$ cat src/rtl/srl_pkg.sv
// ----------------------------------------------------------------------------
// srl_pkg
// types and constants shared by the symbol range lookup block
// ----------------------------------------------------------------------------
package srl_pkg;

  localparam int TABLE_DEPTH_DEF = 256;
  localparam int IDX_W           = 8;
  localparam int ADDR_W          = 32;
  localparam int CFG_IDX_W       = 2;
  localparam int CFG_DATA_W      = 32;
  localparam int COUNT_W         = 9;

  localparam logic [3:0] FUNC_TYPE = 4'd2;

  localparam logic ACT_LOAD   = 1'b0;
  localparam logic ACT_LOOKUP = 1'b1;

  localparam logic [CFG_IDX_W-1:0] CFG_TABLES_PRESENT    = 2'd0;
  localparam logic [CFG_IDX_W-1:0] CFG_ENTRY_COUNT       = 2'd1;
  localparam logic [CFG_IDX_W-1:0] CFG_STRING_TABLE_BASE = 2'd2;

  typedef struct packed {
    logic              action;
    logic [IDX_W-1:0]  entry_index;
    logic [ADDR_W-1:0] entry_start;
    logic [ADDR_W-1:0] entry_length;
    logic [7:0]        entry_info;
    logic [ADDR_W-1:0] entry_name_offset;
    logic [ADDR_W-1:0] lookup_address;
  } in_t;

  typedef struct packed {
    logic              found;
    logic [IDX_W-1:0]  match_index;
    logic [ADDR_W-1:0] name_address;
  } out_t;

  // entry write broadcast to the row of cells
  typedef struct packed {
    logic              valid;
    logic [IDX_W-1:0]  index;
    logic [ADDR_W-1:0] start;
    logic [ADDR_W-1:0] stop;
    logic              is_func;
    logic [ADDR_W-1:0] name_offset;
  } ld_t;

  // search token moving down the row
  typedef struct packed {
    logic              valid;
    logic              found;
    logic [IDX_W-1:0]  match_index;
    logic [ADDR_W-1:0] name_offset;
    logic [ADDR_W-1:0] address;
  } tok_t;

endpackage

$ cat src/rtl/srl_cell.sv
// ----------------------------------------------------------------------------
// srl_cell
// one symbol table slot: holds its entry and checks the passing search token
// ----------------------------------------------------------------------------
module srl_cell #(
  parameter int CELL_IDX = 0,
  parameter int CNT_W    = 9
) (
  input  logic           clk,
  input  logic           rst_n,
  input  logic           adv,
  input  srl_pkg::ld_t   ld,
  input  logic [CNT_W-1:0] limit,
  input  srl_pkg::tok_t  tok_i,
  output srl_pkg::tok_t  tok_o
);
  import srl_pkg::*;

  logic [ADDR_W-1:0] start_r;
  logic [ADDR_W-1:0] stop_r;
  logic              is_func_r;
  logic [ADDR_W-1:0] name_off_r;
  tok_t              tok_r;
  tok_t              tok_nxt;
  logic              hit;

  // entry storage, written by a load transaction aimed at this slot
  always_ff @(posedge clk) begin
    if (ld.valid && (int'(ld.index) == CELL_IDX)) begin
      start_r    <= ld.start;
      stop_r     <= ld.stop;
      is_func_r  <= ld.is_func;
      name_off_r <= ld.name_offset;
    end
  end

  always_comb begin
    hit = tok_i.valid && !tok_i.found && (CELL_IDX < int'(limit)) && is_func_r &&
          (tok_i.address > start_r) && (tok_i.address <= stop_r);
    tok_nxt = tok_i;
    if (hit) begin
      tok_nxt.found       = 1'b1;
      tok_nxt.match_index = IDX_W'(CELL_IDX);
      tok_nxt.name_offset = name_off_r;
    end
  end

  always_ff @(posedge clk) begin
    if (!rst_n) begin
      tok_r.valid <= 1'b0;
    end else if (adv) begin
      tok_r <= tok_nxt;
    end
  end

  assign tok_o = tok_r;

endmodule

$ cat config.mk
export PLATFORM = sky130hd
export DESIGN_NAME = srl_cell
export DESIGN_NICKNAME = d
export VERILOG_FILES = /design/src/rtl/srl_pkg.sv /design/src/rtl/srl_cell.sv
export SDC_FILE = /design/constraint.sdc
export NUM_CORES = 1
export LEC_CHECK = 0
export BUFFER_PORTS_ARGS = -buffer_cell sky130_fd_sc_hd__buf_4
export CAP_MARGIN = 20
export CORE_MARGIN = 1.5
export CORE_UTILIZATION = 35
export DETAILED_ROUTE_END_ITERATION = 10
export HOLD_SLACK_MARGIN = 0.12
export PLACE_DENSITY_LB_ADDON = 0.25
export RECOVER_POWER = 50
export SLEW_MARGIN = 20
export SYNTH_ARGS = -nofsm -noshare
export SYNTH_HDL_FRONTEND = slang
export SYNTH_SLANG_ARGS = --single-unit
$ cat constraint.sdc
create_clock -name clk -period 31.7 [get_ports clk]
set_clock_uncertainty 0.15 [all_clocks]
set_input_delay 4.755 -clock clk [delete_from_list [all_inputs] [get_ports clk]]
set_output_delay 4.755 -clock clk [all_outputs]
set_load 0.02 [all_outputs]
# Yosys cells after proc, flatten, opt, wreduce, memory -nomap -nowiden
# Index checks and enable logic that the tools add are counted.
# word_totals
ff_bits,171
word_cells,22
output_inout_bits,74
# op_classes
n_lt_le_gt_ge,3
n_reduce_logical,9
mux,1
# op_table
operator,count
> comparator 32 bit,1
less-or-equal comparator 32 bit,1
two-way mux 32 bit,1
"less-than comparator 1 x 9 -> 1 bit, first input constant",1
logical NOT 8 bit,1
logical AND 1 bit,6
AND reduction 2 bit,1
logical NOT 1 bit,1

# Depth between registers and ports, before layout
# logic_depth
depth_word,7
depth_mapped,10
ltp_nobuf,9

# Worst setup path after synthesis
# OpenSTA, ideal clock, no wires.
# synth_path
kind,input to register
startpoint,input port ld[99] (netlist name)
endpoint,"register is_func_r, enable pin"
path_buffers,0
slack_ns,16.492
cell_stages,3
arrival_ns,14.256
path_cell_list,nor4_1 nand3b_1 nor4_1
# synth_between
elab_chain_cells,2
# synth_lines
item,line_no,text
"start, declared",srl_cell.sv:12,"input srl_pkg::ld_t ld,"
logical NOT 8 bit,srl_cell.sv:29,if (ld.valid && (int'(ld.index) == CELL_IDX)) begin
logical AND 1 bit,srl_cell.sv:29,
"end signal, assigned",srl_cell.sv:32,is_func_r <= ld.is_func;
"end, declared",srl_cell.sv:21,logic is_func_r;
# Every way passes these cells.
# A chain may end at the register's enable or synchronous reset.

# Worst setup path after layout
# layout_path
startpoint,input port adv
endpoint,"register tok_r, in the netlist tok_o[22], enable pin"
# layout_between
elab_chain_cells,1
# layout_lines
item,line_no,text
"start, declared",srl_cell.sv:11,"input logic adv,"
AND reduction 2 bit (no line),--,
"end signal, assigned",srl_cell.sv:52,tok_r <= tok_nxt;
"end, declared",srl_cell.sv:23,tok_t tok_r;
# Every way passes these cells.

==> summary.md <==
| Metric | Value |
|---|---|
| Status | finished, violations left |
| Failing checks | max-capacitance violations, max-slew violations |
| Hold Path Class | reg -> reg |
| Worst path buffer plus inverter count | 1 |
| Post-synth cell types | 35 |
| Fin. max-slew vios | 74 |
| Chip Height | 149 um |
| Combinational Power Share | 9.1% |
| Clock Latency Late Sink | 0.44 ns |
| Fillers | 1823 |
| Slowest-stage cell, CP | and2_0 |
| Remaining Overflow, GRT | 0 |
| Internal Pwr Total | 401 uW |
| HPWL Detailed | 13.0 mm |
| Crit end category | register |
| Ys async rst share | 0% |
| Initial Util | 35.5% |
| Vias in the first global route | 4869 |
| Dpl cell area | 9730 um2 |
| Clock buffer depth | 2 |
| Commonest cells after routing, fill and taps aside | edfxtp_1 (170), buf_4 (133), clkbuf_4 (96) |
| Syn_nets | 710 |
| Pwr dens | 51.0 nW/um2 |
| #FFs+latches synth | 171 |
| Sum of negative setup slack | 0 ns |
| Worst Tran Pin Value | 5.02 ns |
| Resized cells post-CTS | 0 |
| CP max FO | 73 |
| Vias/cell | 4.56 |
| Max-cap viol count | 1 |
| Pre-antenna DRT Iters | 4 |
| VDD IR max | 36.9 uV |
| Worst Path Required | 31.46 ns |
| Routed Antenna Nets | 0 |
| Max-slew headroom | -234% |
| RSZ-0062 raised after global routing | false |
| Nets@finish | 992 |
| Clock transition at path regs | 0.07 ns |
| Synth Warn # | 0 |
| Mapped cell area | 7410 um2 |
| Post-Route WL | 17.0 mm |
| Leakage power | 0.00434 uW |
| H-tree Lvls | 4 |
| Crit Path Category | in -> reg |
| Area Growth Syn to Fin | 37.4% |
| Clock sink count | 171 |
| Root Buffer | clkbuf_16 |
| Via count of the routed design | 4670 |
| Wirelength per Cell | 16.6 um |
| Max Used Layer | met4 |
| Die Wd | 149 um |
| Setup Buffers After CTS | 0 |
| Final instance area | 10200 um2 |
| CORE AREA | 20900 um2 |
| Mapped Cells | 454 |
| CTS tree | yes |
| Gp weighted congestion | 0.752 |
| DR WL met3 | 955 um |
| Fin crit period | 8.72 ns |
| WL met2 | 8.70 mm |
| Sw power | 119 uW |
| Pin count of the biggest net entering global routing | 74 |
| Setup-failing EPs final | 0 |
| Sequential share of power | 49.5% |
| Remaining DRCs | 0 |
| CP Launch Type | input port |
| Crit path cell chain | clkbuf_1, and2_0 |
| Global-route wire length before repair | 25.5 mm |
| Num ports | 266 |
| Tot GR Track Use | 15.6% |
| Commonest non-fill, non-tap cell in the layout | edfxtp_1 |
| Die area | 22100 um2 |
| Port bufs | 265 |
| Syn_area_per_cell | 16.3 um2 |
| Seq/Total Area, Yosys | 69.1% |
| Antenna violations before repair | 1 |
| Max frequency | 0.115 GHz |
| Hold Fails Final Rpt | 0 |
| Ys flop type | edfxtp_1 |
| Post-synth EDFFs | 170 |
| DR iter-0 viols | 191 |
| Switching share of power | 22.9% |
| Fin crit share | 27.5% |
| Rows | 53 |
| Clock network fraction of design power | 41.5% |
| Metal-1 WL | 6.96 mm |
| Num CTS Buffers | 17 |
| Fraction of layout cells with a size suffix above 1 | 39.7% |
| # hold bufs at CTS | 0 |
| WP data arrival | 8.48 ns |
| CP max stage delay | 3.56 ns |
| Cell family with most CP delay | simple AND/OR/NAND/NOR gates |
-- layout make-up --
| type | count | area [um2] | share of cell area [%] |
|---|---|---|---|
| Multi-Input combinational cell | 216 | 2010 | 19.8 |
| Timing Repair Buffer | 267 | 1860 | 18.3 |
| Clock inverter | 14 | 176 | 1.73 |
| Sequential cell | 171 | 5120 | 50.3 |
| Inverter | 63 | 236 | 2.32 |
| Antenna cell | 1 | 2.50 | 0.0246 |
| Clock buffer | 18 | 429 | 4.21 |
| Tap cell | 275 | 344 | 3.38 |
-- power by group through the flow --
stage / sequential [uW] / clock [uW] / combinational (uW)
CTS: 256 / 221 / 50.4
global route: 257 / 230 / 50.9
floorplan: 268 / 0 / 12.4
detailed placement: 261 / 0 / 50.2
finish: 257 / 215 / 47.1
global placement: 261 / 0 / 49.2
-- path summary, 6_finish.rpt --
check | depth (start not counted) | slack [ns] | end | from
worst min register to register | 2 | 0.38 | tok_o[73] | tok_o[73]
worst min-delay path | 2 | 0.38 | tok_o[73] | tok_o[73]
worst max register to register | 9 | 28.47 | tok_o[63] | start_r[19]
worst max-delay path | 2 | 22.98 | tok_o[22] | adv
-- metal layers --
metal  vias to the layer above  GRT usage [%]
met5                         -              0
met4                         0           7.52
met3                        27           4.14
met2                       157           26.6
met1                      2211           18.2
li1                       2275              -
-- state kept, by name (all words and copies together), names as in the netlist --
| signal | cells |
|---|---|
| tok_o | 74 |
| name_off_r | 32 |
| start_r | 32 |
| stop_r | 32 |
| is_func_r | 1 |
-- kinds of logic after synthesis --
kind of cell | share of synthesized area, %
DFF | 69.1
buffers and inverters | 3.80
and+or+nand+nor | 5.38
adders and majority gates | 10.8
AOI/OAI and AO/OA | 4.34
muxes | 6.56
-- through the flow --
| step | total power (uW) | hold slack [ns] | util (%) | cells | setup WS (ns) |
|---|---|---|---|---|---|
| after floorplan | 281 | 0.375 | - | 454 | 16.49 |
| after global placement | 311 | 0.349 | 46.6 | 992 | 23.97 |
| after detailed placement | 312 | 0.360 | 46.6 | 992 | 23.93 |
| after CTS | 528 | 0.382 | 49.5 | 1024 | 24.39 |
| after global routing | 538 | 0.407 | 48.8 | 1025 | 22.58 |
| final | 519 | 0.380 | 48.8 | 1025 | 22.98 |
-- cells in the mapped netlist (2+ instances only) --
library cell | count | area [um2]
a2111oi_0 | 2 | 17.5
inv_1 | 63 | 236
mux2_4 | 31 | 465
o211ai_1 | 3 | 22.5
a21o_1 | 5 | 37.5
nand4_1 | 12 | 75.1
and2_1 | 9 | 56.3
nor4_1 | 3 | 18.8
edfxtp_1 | 170 | 5100
nand2_1 | 15 | 56.3
nor3_1 | 2 | 10.0
nand3_1 | 8 | 40.0
nand2b_1 | 2 | 12.5
nor2b_1 | 3 | 18.8
ha_1 | 64 | 801
nor2_1 | 4 | 15.0
a211oi_1 | 4 | 30.0
a21oi_1 | 30 | 150
o21ai_0 | 4 | 20.0
buf_6 | 4 | 45.0
or4_1 | 2 | 15.0
Note: power is estimated with default switching activity, not from simulation.
